## src/rtl/lvrm_pkg.sv

```systemverilog
// shared types and constants for the leaf vector running mean block
// no dependencies
package lvrm_pkg;

	localparam int LEAF_DIM_DEF = 8;
	localparam int MODE_W = 2;
	localparam int COMP_W = 3;
	localparam int VAL_W  = 32;
	localparam int WT_W   = 16;
	localparam int SUM_W  = 64;
	localparam int PROD_W = VAL_W + WT_W + 1;

	localparam logic [WT_W-1:0]  CNT_MAX = '1;
	localparam logic [SUM_W-1:0] SUM_MAX = {1'b0, {(SUM_W-1){1'b1}}};
	localparam logic [SUM_W-1:0] SUM_MIN = {1'b1, {(SUM_W-1){1'b0}}};
	localparam logic [VAL_W-1:0] VAL_MAX = {1'b0, {(VAL_W-1){1'b1}}};
	localparam logic [VAL_W-1:0] VAL_MIN = {1'b1, {(VAL_W-1){1'b0}}};

	typedef enum logic [MODE_W-1:0] {
		MODE_ADD   = 2'd0,
		MODE_MERGE = 2'd1,
		MODE_QUERY = 2'd2,
		MODE_CLEAR = 2'd3
	} mode_t;

	typedef enum logic [2:0] {
		ST_IDLE,
		ST_READ,
		ST_ACC,
		ST_PREP,
		ST_DIV,
		ST_MEAN,
		ST_RES
	} st_t;

endpackage

```

## src/rtl/lvrm_if.sv

```systemverilog
// request and result channel interfaces for the leaf vector running mean block
// depends on lvrm_pkg
interface lvrm_in_if;
	import lvrm_pkg::*;

	logic                     valid;
	logic                     ready;
	logic [MODE_W-1:0]        mode;
	logic [COMP_W-1:0]        component;
	logic signed [VAL_W-1:0]  value;
	logic [WT_W-1:0]          weight;
	logic                     end_of_vector;

	modport source (output valid, mode, component, value, weight, end_of_vector,
		input ready);
	modport sink (input valid, mode, component, value, weight, end_of_vector,
		output ready);
endinterface

interface lvrm_out_if;
	import lvrm_pkg::*;

	logic                     valid;
	logic                     ready;
	logic signed [VAL_W-1:0]  mean_value;
	logic signed [VAL_W-1:0]  residual;
	logic [WT_W-1:0]          sample_count;
	logic                     saturated;
	logic                     empty_res;

	modport source (output valid, mean_value, residual, sample_count, saturated,
		empty_res, input ready);
	modport sink (input valid, mean_value, residual, sample_count, saturated,
		empty_res, output ready);
endinterface

```

## src/rtl/leaf_vector_running_mean.sv

```systemverilog
// leaf_vector_running_mean: per-component 64-bit sums and one shared sample count.
// the mean comes from the radix-2 divider, which is skipped when the count is 0; one request
// at a time, the next accepted while a result waits, and held in its last state while that
// result is unread.
// reset: sums read as zero through per-entry valid bits, count zero, channels idle.
// depends on lvrm_pkg, lvrm_if and lvrm_div
module leaf_vector_running_mean #(
	parameter int LEAF_DIM = lvrm_pkg::LEAF_DIM_DEF
) (
	input  logic     clk,
	input  logic     arst_n,
	lvrm_in_if.sink  item,
	lvrm_out_if.source result
);
	import lvrm_pkg::*;

	localparam int IW = (LEAF_DIM > 1) ? $clog2(LEAF_DIM) : 1;

	st_t state_q, state_d;

	// latched request
	mode_t                   mode_q;
	logic [IW-1:0]           idx_q;
	logic                    ok_q;
	logic signed [VAL_W-1:0] val_q;
	logic [WT_W-1:0]         wt_q;
	logic                    eov_q;

	// sum store
	logic [SUM_W-1:0]      sum_mem [LEAF_DIM];
	logic [LEAF_DIM-1:0]   vld_q;
	logic [SUM_W-1:0]      rd_q;
	logic                  rvld_q;

	// datapath registers
	logic [SUM_W-1:0]        addend_q;
	logic [SUM_W-1:0]        sum_q;
	logic [WT_W-1:0]         cnt_q;
	logic                    sat_q;
	logic                    neg_q;
	logic signed [VAL_W-1:0] mean_q;

	// result register
	logic                    ovalid_q;
	logic signed [VAL_W-1:0] o_mean_q;
	logic signed [VAL_W-1:0] o_res_q;
	logic [WT_W-1:0]         o_cnt_q;
	logic                    o_sat_q;
	logic                    o_empty_q;

	logic                    accept;
	logic                    take;
	logic                    div_start;
	logic                    out_load;
	logic                    div_done;
	logic [SUM_W-1:0]        quot;
	logic signed [PROD_W-1:0] prod;
	logic [SUM_W-1:0]        cur;
	logic [SUM_W-1:0]        add_raw;
	logic                    add_ovf;
	logic [SUM_W-1:0]        add_sat;
	logic [WT_W:0]           cnt_sum;
	logic [SUM_W-1:0]        mag;
	logic                    mean_big;
	logic [VAL_W-1:0]        mean_d;
	logic [VAL_W:0]          diff;
	logic                    res_ovf;
	logic [VAL_W-1:0]        res_d;

	assign accept = item.valid & item.ready;
	assign take   = result.valid & result.ready;

	// next state
	always_comb begin
		state_d = state_q;
		case (state_q)
			ST_IDLE: if (accept) state_d = ST_READ;
			ST_READ: state_d = ST_ACC;
			ST_ACC:  state_d = ST_PREP;
			ST_PREP: state_d = (cnt_q == '0) ? ST_RES : ST_DIV;
			ST_DIV:  if (div_done) state_d = ST_MEAN;
			ST_MEAN: state_d = ST_RES;
			ST_RES:  if (out_load) state_d = ST_IDLE;
			default: state_d = ST_IDLE;
		endcase
	end

	// sequencer outputs
	always_comb begin
		item.ready = (state_q == ST_IDLE);
		div_start  = (state_q == ST_PREP) && (cnt_q != '0);
		out_load   = (state_q == ST_RES) && (!ovalid_q || result.ready);
	end

	always_ff @(posedge clk or negedge arst_n) begin
		if (!arst_n) begin
			state_q <= ST_IDLE;
		end else begin
			state_q <= state_d;
		end
	end

	// merge product, sign extended
	assign prod = val_q * $signed({1'b0, wt_q});

	// saturating accumulate and count update
	always_comb begin
		cur     = rvld_q ? rd_q : '0;
		add_raw = cur + addend_q;
		add_ovf = (cur[SUM_W-1] == addend_q[SUM_W-1]) && (add_raw[SUM_W-1] != cur[SUM_W-1]);
		add_sat = add_ovf ? (addend_q[SUM_W-1] ? SUM_MIN : SUM_MAX) : add_raw;
		cnt_sum = {1'b0, cnt_q} + ((mode_q == MODE_ADD) ? (WT_W+1)'(1) : {1'b0, wt_q});
	end

	// magnitude of the sum for the divider
	assign mag = sum_q[SUM_W-1] ? (~sum_q + 1'b1) : sum_q;

	// clamp the signed quotient to 32 bits
	always_comb begin
		if (neg_q) begin
			mean_big = (quot[SUM_W-1:VAL_W] != '0) ||
				(quot[VAL_W-1] && (quot[VAL_W-2:0] != '0));
			mean_d   = mean_big ? VAL_MIN : (~quot[VAL_W-1:0] + 1'b1);
		end else begin
			mean_big = (quot[SUM_W-1:VAL_W-1] != '0);
			mean_d   = mean_big ? VAL_MAX : quot[VAL_W-1:0];
		end
	end

	// residual, mean minus truth, saturated
	always_comb begin
		diff    = {mean_q[VAL_W-1], mean_q} - {val_q[VAL_W-1], val_q};
		res_ovf = (diff[VAL_W] != diff[VAL_W-1]);
		res_d   = res_ovf ? (diff[VAL_W] ? VAL_MIN : VAL_MAX) : diff[VAL_W-1:0];
	end

	lvrm_div #(
		.DVD_W (SUM_W),
		.DSR_W (WT_W)
	) u_div (
		.clk      (clk),
		.arst_n   (arst_n),
		.start    (div_start),
		.dividend (mag),
		.divisor  (cnt_q),
		.done     (div_done),
		.quotient (quot)
	);

	// control state: valid bits, count, flag, result valid
	always_ff @(posedge clk or negedge arst_n) begin
		if (!arst_n) begin
			vld_q    <= '0;
			cnt_q    <= '0;
			sat_q    <= 1'b0;
			ovalid_q <= 1'b0;
		end else begin
			if (accept) begin
				sat_q <= 1'b0;
			end
			if (state_q == ST_ACC) begin
				case (mode_q)
					MODE_ADD, MODE_MERGE: begin
						if (ok_q) begin
							vld_q[idx_q] <= 1'b1;
							if (add_ovf) sat_q <= 1'b1;
						end
						if (eov_q) begin
							if (cnt_sum[WT_W]) begin
								cnt_q <= CNT_MAX;
								sat_q <= 1'b1;
							end else begin
								cnt_q <= cnt_sum[WT_W-1:0];
							end
						end
					end
					MODE_CLEAR: begin
						vld_q <= '0;
						cnt_q <= '0;
					end
					default: ;
				endcase
			end
			if ((state_q == ST_MEAN) && mean_big) begin
				sat_q <= 1'b1;
			end
			if (out_load) begin
				ovalid_q <= 1'b1;
			end else if (take) begin
				ovalid_q <= 1'b0;
			end
		end
	end

	// request capture and datapath registers
	always_ff @(posedge clk) begin
		if (accept) begin
			mode_q <= mode_t'(item.mode);
			idx_q  <= IW'(item.component);
			ok_q   <= (32'(item.component) < LEAF_DIM);
			val_q  <= item.value;
			wt_q   <= item.weight;
			eov_q  <= item.end_of_vector;
		end
		if (state_q == ST_READ) begin
			addend_q <= (mode_q == MODE_MERGE) ? SUM_W'(prod) :
				{{(SUM_W-VAL_W){val_q[VAL_W-1]}}, val_q};
		end
		if (state_q == ST_ACC) begin
			case (mode_q)
				MODE_ADD, MODE_MERGE: sum_q <= ok_q ? add_sat : '0;
				MODE_QUERY:           sum_q <= ok_q ? cur : '0;
				default:              sum_q <= '0;
			endcase
		end
		if (state_q == ST_PREP) begin
			neg_q  <= sum_q[SUM_W-1];
			mean_q <= '0;
		end
		if (state_q == ST_MEAN) begin
			mean_q <= mean_d;
		end
		if (out_load) begin
			o_mean_q  <= mean_q;
			o_res_q   <= (mode_q == MODE_QUERY) ? res_d : '0;
			o_cnt_q   <= cnt_q;
			o_sat_q   <= sat_q | ((mode_q == MODE_QUERY) && res_ovf);
			o_empty_q <= (cnt_q == '0);
		end
	end

	// sum memory, one read and one write port
	always_ff @(posedge clk) begin
		if (state_q == ST_READ) begin
			rd_q   <= sum_mem[idx_q];
			rvld_q <= ok_q && vld_q[idx_q];
		end
		if ((state_q == ST_ACC) && ok_q &&
			((mode_q == MODE_ADD) || (mode_q == MODE_MERGE))) begin
			sum_mem[idx_q] <= add_sat;
		end
	end

	assign result.valid        = ovalid_q;
	assign result.mean_value   = o_mean_q;
	assign result.residual     = o_res_q;
	assign result.sample_count = o_cnt_q;
	assign result.saturated    = o_sat_q;
	assign result.empty_res    = o_empty_q;

endmodule

```

## src/rtl/lvrm_div.sv

```systemverilog
// radix-2 restoring divider, one quotient bit per cycle, unsigned operands
// depends on lvrm_pkg for default widths
module lvrm_div #(
	parameter int DVD_W = lvrm_pkg::SUM_W,
	parameter int DSR_W = lvrm_pkg::WT_W
) (
	input  logic             clk,
	input  logic             arst_n,
	input  logic             start,
	input  logic [DVD_W-1:0] dividend,
	input  logic [DSR_W-1:0] divisor,
	output logic             done,
	output logic [DVD_W-1:0] quotient
);
	import lvrm_pkg::*;

	localparam int CNT_W = (DVD_W > 1) ? $clog2(DVD_W) : 1;
	localparam logic [CNT_W-1:0] LAST = CNT_W'(DVD_W - 1);

	logic             busy_q;
	logic             done_q;
	logic [CNT_W-1:0] cnt_q;
	logic [DVD_W-1:0] dvd_q;
	logic [DSR_W-1:0] rem_q;
	logic [DSR_W-1:0] dsr_q;
	logic [DSR_W:0]   trial;
	logic [DSR_W:0]   diff;
	logic             ge;

	// trial subtract of the next partial remainder
	always_comb begin
		trial = {rem_q, dvd_q[DVD_W-1]};
		diff  = trial - {1'b0, dsr_q};
		ge    = trial >= {1'b0, dsr_q};
	end

	// step control
	always_ff @(posedge clk or negedge arst_n) begin
		if (!arst_n) begin
			busy_q <= 1'b0;
			done_q <= 1'b0;
			cnt_q  <= '0;
		end else begin
			done_q <= 1'b0;
			if (start) begin
				busy_q <= 1'b1;
				cnt_q  <= '0;
			end else if (busy_q) begin
				cnt_q <= cnt_q + 1'b1;
				if (cnt_q == LAST) begin
					busy_q <= 1'b0;
					done_q <= 1'b1;
				end
			end
		end
	end

	// quotient bits shift in where dividend bits leave
	always_ff @(posedge clk) begin
		if (start) begin
			dvd_q <= dividend;
			dsr_q <= divisor;
			rem_q <= '0;
		end else if (busy_q) begin
			dvd_q <= {dvd_q[DVD_W-2:0], ge};
			rem_q <= ge ? diff[DSR_W-1:0] : trial[DSR_W-1:0];
		end
	end

	assign done     = done_q;
	assign quotient = dvd_q;

endmodule

```

## src/flat_wrapper.sv

```systemverilog
// flat-port wrapper written by rule: the top's interface ports become plain ports
module leaf_vector_running_mean_flat import lvrm_pkg::*;
#(
	parameter int LEAF_DIM = lvrm_pkg::LEAF_DIM_DEF
)
  (clk, arst_n, item_valid, item_mode, item_component, item_value, item_weight, item_end_of_vector, item_ready, result_valid, result_mean_value, result_residual, result_sample_count, result_saturated, result_empty_res, result_ready);
  lvrm_in_if item_i ();
  lvrm_out_if result_i ();
  input  logic clk;
  input  logic arst_n;
  input wire logic [$bits(item_i.valid)-1:0] item_valid;
  input wire logic [$bits(item_i.mode)-1:0] item_mode;
  input wire logic [$bits(item_i.component)-1:0] item_component;
  input wire logic [$bits(item_i.value)-1:0] item_value;
  input wire logic [$bits(item_i.weight)-1:0] item_weight;
  input wire logic [$bits(item_i.end_of_vector)-1:0] item_end_of_vector;
  output wire logic [$bits(item_i.ready)-1:0] item_ready;
  output wire logic [$bits(result_i.valid)-1:0] result_valid;
  output wire logic [$bits(result_i.mean_value)-1:0] result_mean_value;
  output wire logic [$bits(result_i.residual)-1:0] result_residual;
  output wire logic [$bits(result_i.sample_count)-1:0] result_sample_count;
  output wire logic [$bits(result_i.saturated)-1:0] result_saturated;
  output wire logic [$bits(result_i.empty_res)-1:0] result_empty_res;
  input wire logic [$bits(result_i.ready)-1:0] result_ready;
  assign item_i.valid = item_valid;
  assign item_i.mode = item_mode;
  assign item_i.component = item_component;
  assign item_i.value = item_value;
  assign item_i.weight = item_weight;
  assign item_i.end_of_vector = item_end_of_vector;
  assign item_ready = item_i.ready;
  assign result_valid = result_i.valid;
  assign result_mean_value = result_i.mean_value;
  assign result_residual = result_i.residual;
  assign result_sample_count = result_i.sample_count;
  assign result_saturated = result_i.saturated;
  assign result_empty_res = result_i.empty_res;
  assign result_i.ready = result_ready;
  leaf_vector_running_mean #(.LEAF_DIM(LEAF_DIM)) u_core (.clk(clk), .arst_n(arst_n), .item(item_i), .result(result_i));
endmodule
```

## config.mk

```make
export PLATFORM = sky130hd
export DESIGN_NAME = leaf_vector_running_mean_flat
export DESIGN_NICKNAME = d
export VERILOG_FILES = /design/src/rtl/lvrm_pkg.sv /design/src/rtl/lvrm_if.sv /design/src/rtl/leaf_vector_running_mean.sv /design/src/rtl/lvrm_div.sv /design/src/flat_wrapper.sv
export SDC_FILE = /design/constraint.sdc
export NUM_CORES = 2
export LEC_CHECK = 0
export ABC_AREA = 1
export BUFFER_PORTS_ARGS = -buffer_cell sky130_fd_sc_hd__buf_2
export CAP_MARGIN = 40
export CORE_MARGIN = 1
export CORE_UTILIZATION = 50
export DETAILED_ROUTE_END_ITERATION = 16
export PLACE_DENSITY = 0.69
export RECOVER_POWER = 25
export SYNTH_ARGS = -nofsm -noshare
export SYNTH_HDL_FRONTEND = slang
export SYNTH_SLANG_ARGS = --single-unit
```

## constraint.sdc

```tcl
create_clock -name clk -period 10.4 [get_ports clk]
set_clock_uncertainty 0.15 [all_clocks]
set_input_delay 2.6 -clock clk [delete_from_list [all_inputs] [get_ports clk]]
set_output_delay 2.6 -clock clk [all_outputs]
set_load 0.01 [all_outputs]
```

==> flow_metrics.tcl <==
set metrics [dict create \
    crit_arrival_ns 7.68 \
    status "finished with violations" \
    grt_max_degree 79 \
    antenna_found_initial 12 \
    synth_cells 7919 \
    core-area_mm2 0.138 \
    dp_cells 9675 \
    hold_depth 2 \
    grt_pass1_wl_mm 335 \
    routed_wl_mm 221 \
    max_slew_margin_pct -151 \
    grt-ovfl-total 0 \
    postCtsSetupBuffers 0 \
    cts_resized 0 \
    routedWlPerCell_um 22.4 \
    drive_gt1_share_pct 5.53 \
    crit_required_ns 10.54 \
    drtIter0Drc 5418 \
    avgSynthCellArea_um2 8.77 \
    cts_buffers 105 \
    dr_total_vias 55000 \
    synth_nets 8718 \
    hold_start "u_core.u_div.rem_q[4]" \
    slew_viol_final 650 \
    synth_top_area_share_pct 40.6 \
    die_w_um 375 \
    instances_no_fill 9869 \
    nNetsFinal 8787 \
    crit_type "reg2reg" \
    async_reset_ff_share_pct 3.73 \
    dpl.hpwl_mm 165 \
    violations "capacitance limit, slew limit" \
    max_clock_freq_mhz 133 \
    worst_hold_path_type "reg2reg" \
    synth_seq_cells 992 \
    cts_tree "built" \
    setup_viol_count_final 0 \
    whs_endpoint "u_core.u_div.rem_q[4]" \
    io_pins 142 \
    timing.rr.end "u_core.addend_q[27]" \
    ys.flop_type "edfxtp_1" \
    ctsHtreeMaxLevel 3 \
    gp_congestion 0.991 \
    synthTopCellsByArea "edfxtp_1 (41%), fa_1 (14%), nand2_1 (12%), inv_1 (8.9%), ha_1 (4.4%)" \
    worstSetupStartpointType "register" \
    yosysUniqueCellTypes 60 \
    clkLatencyLatePin_ns 0.77 \
    yosys_warnings 0 \
    hold_buffers 0 \
    rows 136 \
    dr.pass1.iters 6 \
    synth_edf_count 939 \
    port_buffers 141 \
    cts_buffer_depth 3 \
    hold_viol 0 \
    root_buffer "clkbuf_16" \
    drc_errors 0 \
    reg2regPathDepth 6 \
    postRouteAntennaNets 0 \
    synth_commonest_cells "nand2_1 (2157), inv_1 (1641), edfxtp_1 (939)" \
    routed_via_density 5.57 \
    die-area_mm2 0.140 \
    rsz0062_at_grt "false" \
    min_period_ns 7.54 \
    clock-sinks 992 \
    yosys.area.top_type "edfxtp_1" \
    start_util_pct 50.5 \
    reg2reg_slack_ns 2.86 \
    yosysMostFrequentCell "nand2_1" \
    area_delta_synth_final_pct 8.81 \
    reg2reg_from "u_core.state_q[1]" \
    clk_pin_slew_worst_paths_ns 0.06 \
    grt_usage_pct 31.7 \
    finalCritPeriodShare_pct 72.5 \
    tightest_slew_ns 3.76 \
    maxCapViolations 14 \
    grt_pass1_vias 54500 \
    netlist_area_mm2 0.0695 \
    die_h_um 375 \
    end_kind "register" \
    yosysSeqAreaShare_pct 42.4 \
    path_max_fanout 43 \
]
-- per-layer routing --
| metal | routed length [µm] | share of wire [%] | up-vias | global-route usage [%] |
|---|---|---|---|---|
| met4 | 7480 | 3.4 | 2 | 10.6 |
| met2 | 101000 | 46 | 2394 | 50.8 |
| met3 | 19000 | 8.6 | 399 | 5.43 |
| met5 | 13 | 0.0059 | - | 0 |
| li1 | - | - | 25300 | - |
| met1 | 93300 | 42 | 26900 | 43.8 |
-- state kept, by name, summed over array words and instances, names as in the netlist, 2 cells and up --
name and flops:
u_core.idx_q 3, u_core.u_div.quotient 64, u_core.rd_q 64, u_core.u_div.cnt_q 6, u_core.val_q 32, u_core.cnt_q 16
u_core.mode_q 2, u_core.mean_q 32, u_core.state_q 3, u_core.addend_q 49, u_core.u_div.rem_q 16, u_core.u_div.dsr_q 16
u_core.sum_q 64, u_core.vld_q 8, u_core.sum_mem 512, u_core.result.mean_value 32, u_core.result.sample_count 16, u_core.wt_q 16
u_core.result.residual 32
-- how the worst max path moves through the flow --
stage,startpoint,end,slack [ns],cells after the start
floorplan,u_core.state_q[0],u_core.sum_mem[2][0],-0.45,7
global placement,u_core.val_q[5],u_core.addend_q[24],3.03,24
detailed placement,u_core.val_q[5],u_core.addend_q[24],3.03,24
CTS,u_core.val_q[5],u_core.addend_q[24],2.99,24
global route,u_core.state_q[1],u_core.addend_q[27],2.61,6
finish,u_core.state_q[1],u_core.addend_q[27],2.86,6
-- cell usage in the layout, fill, tap and decap left out, types with 10 or more instances in the layout --
cell | synthesis | final
buf_4 | 4 | 69
a21boi_0 | 10 | 10
xnor2_1 | 39 | 39
dfrtp_1 | 37 | 37
nor3_1 | 58 | 53
a21o_1 | 16 | 16
clkbuf_1 | 216 | 55
a21oi_1 | 225 | 225
nor4_1 | 23 | 20
buf_2 | 34 | 132
a31oi_1 | 15 | 15
nand3b_1 | 27 | 27
nor2_1 | 469 | 462
dfxtp_1 | 16 | 16
nand3_1 | 398 | 397
edfxtp_1 | 939 | 939
inv_1 | 1641 | 1641
nand4_1 | 134 | 134
o211ai_1 | 10 | 10
a221oi_1 | 55 | 55
fa_1 | 494 | 494
a22o_1 | 48 | 48
o21bai_1 | 24 | 24
o22ai_1 | 22 | 22
nand2_2 | 15 | 18
nand2_1 | 2157 | 2154
ha_1 | 247 | 247
clkinv_1 | 3 | 18
clkinv_2 | 0 | 14
o21ai_0 | 264 | 265
a22oi_1 | 75 | 75
clkbuf_16 | 0 | 105
nor2_4 | 2 | 10
xor2_1 | 81 | 81
o21a_1 | 11 | 11
or2_2 | 24 | 24
-- cell type report --
cell class,count,area [µm²]
Tap cell,1794,2240
Antenna cell,4,10.0
Inverter,1652,6200
Clock inverter,54,532
Fill cell,12400,62100
Clock buffer,136,2740
Timing Repair Buffer,238,1560
Sequential cell,992,29400
Multi-Input combinational cell,4999,32800
-- critical path, stage by stage, from the launching register on --
cell and delay, ns:
dfrtp_1 0.41, inv_1 0.10, nand2_1 0.11, nor2_4 0.09, clkbuf_1 2.40, clkbuf_1 1.71
clkbuf_1 1.98
-- through the flow --
stage	hold WS, ns	area [µm²]	setup WS (ns)	utilization, %	TNS [ns]
floorplan	0.274	69500	-0.449	-	-86.37
global placement	0.304	72100	3.03	52.3	0
detailed placement	0.309	72500	3.03	52.6	0
CTS	0.320	75700	2.99	55.0	0
global route	0.336	75600	2.61	54.9	0
finish	0.324	75600	2.86	54.9	0
-- cells by family (layout without fill, tap and decap cells) --
| group | Yosys count | in the layout | share of synthesized area (%) |
|---|---|---|---|
| DFF | 992 | 992 | 42.4 |
| and+or+nand+nor | 3339 | 3339 | 19.9 |
| xor gates and xnor gates | 120 | 120 | 1.51 |
| buffers and inverters | 1928 | 2080 | 10.5 |
| AOI/OAI and AO/OA | 799 | 799 | 7.00 |
| other | 0 | 4 | 0 |
| adders and majority gates | 741 | 741 | 18.7 |
Power is not shown: default switching activity piles up to over one toggle a cycle in this logic, so the estimate is an artifact.
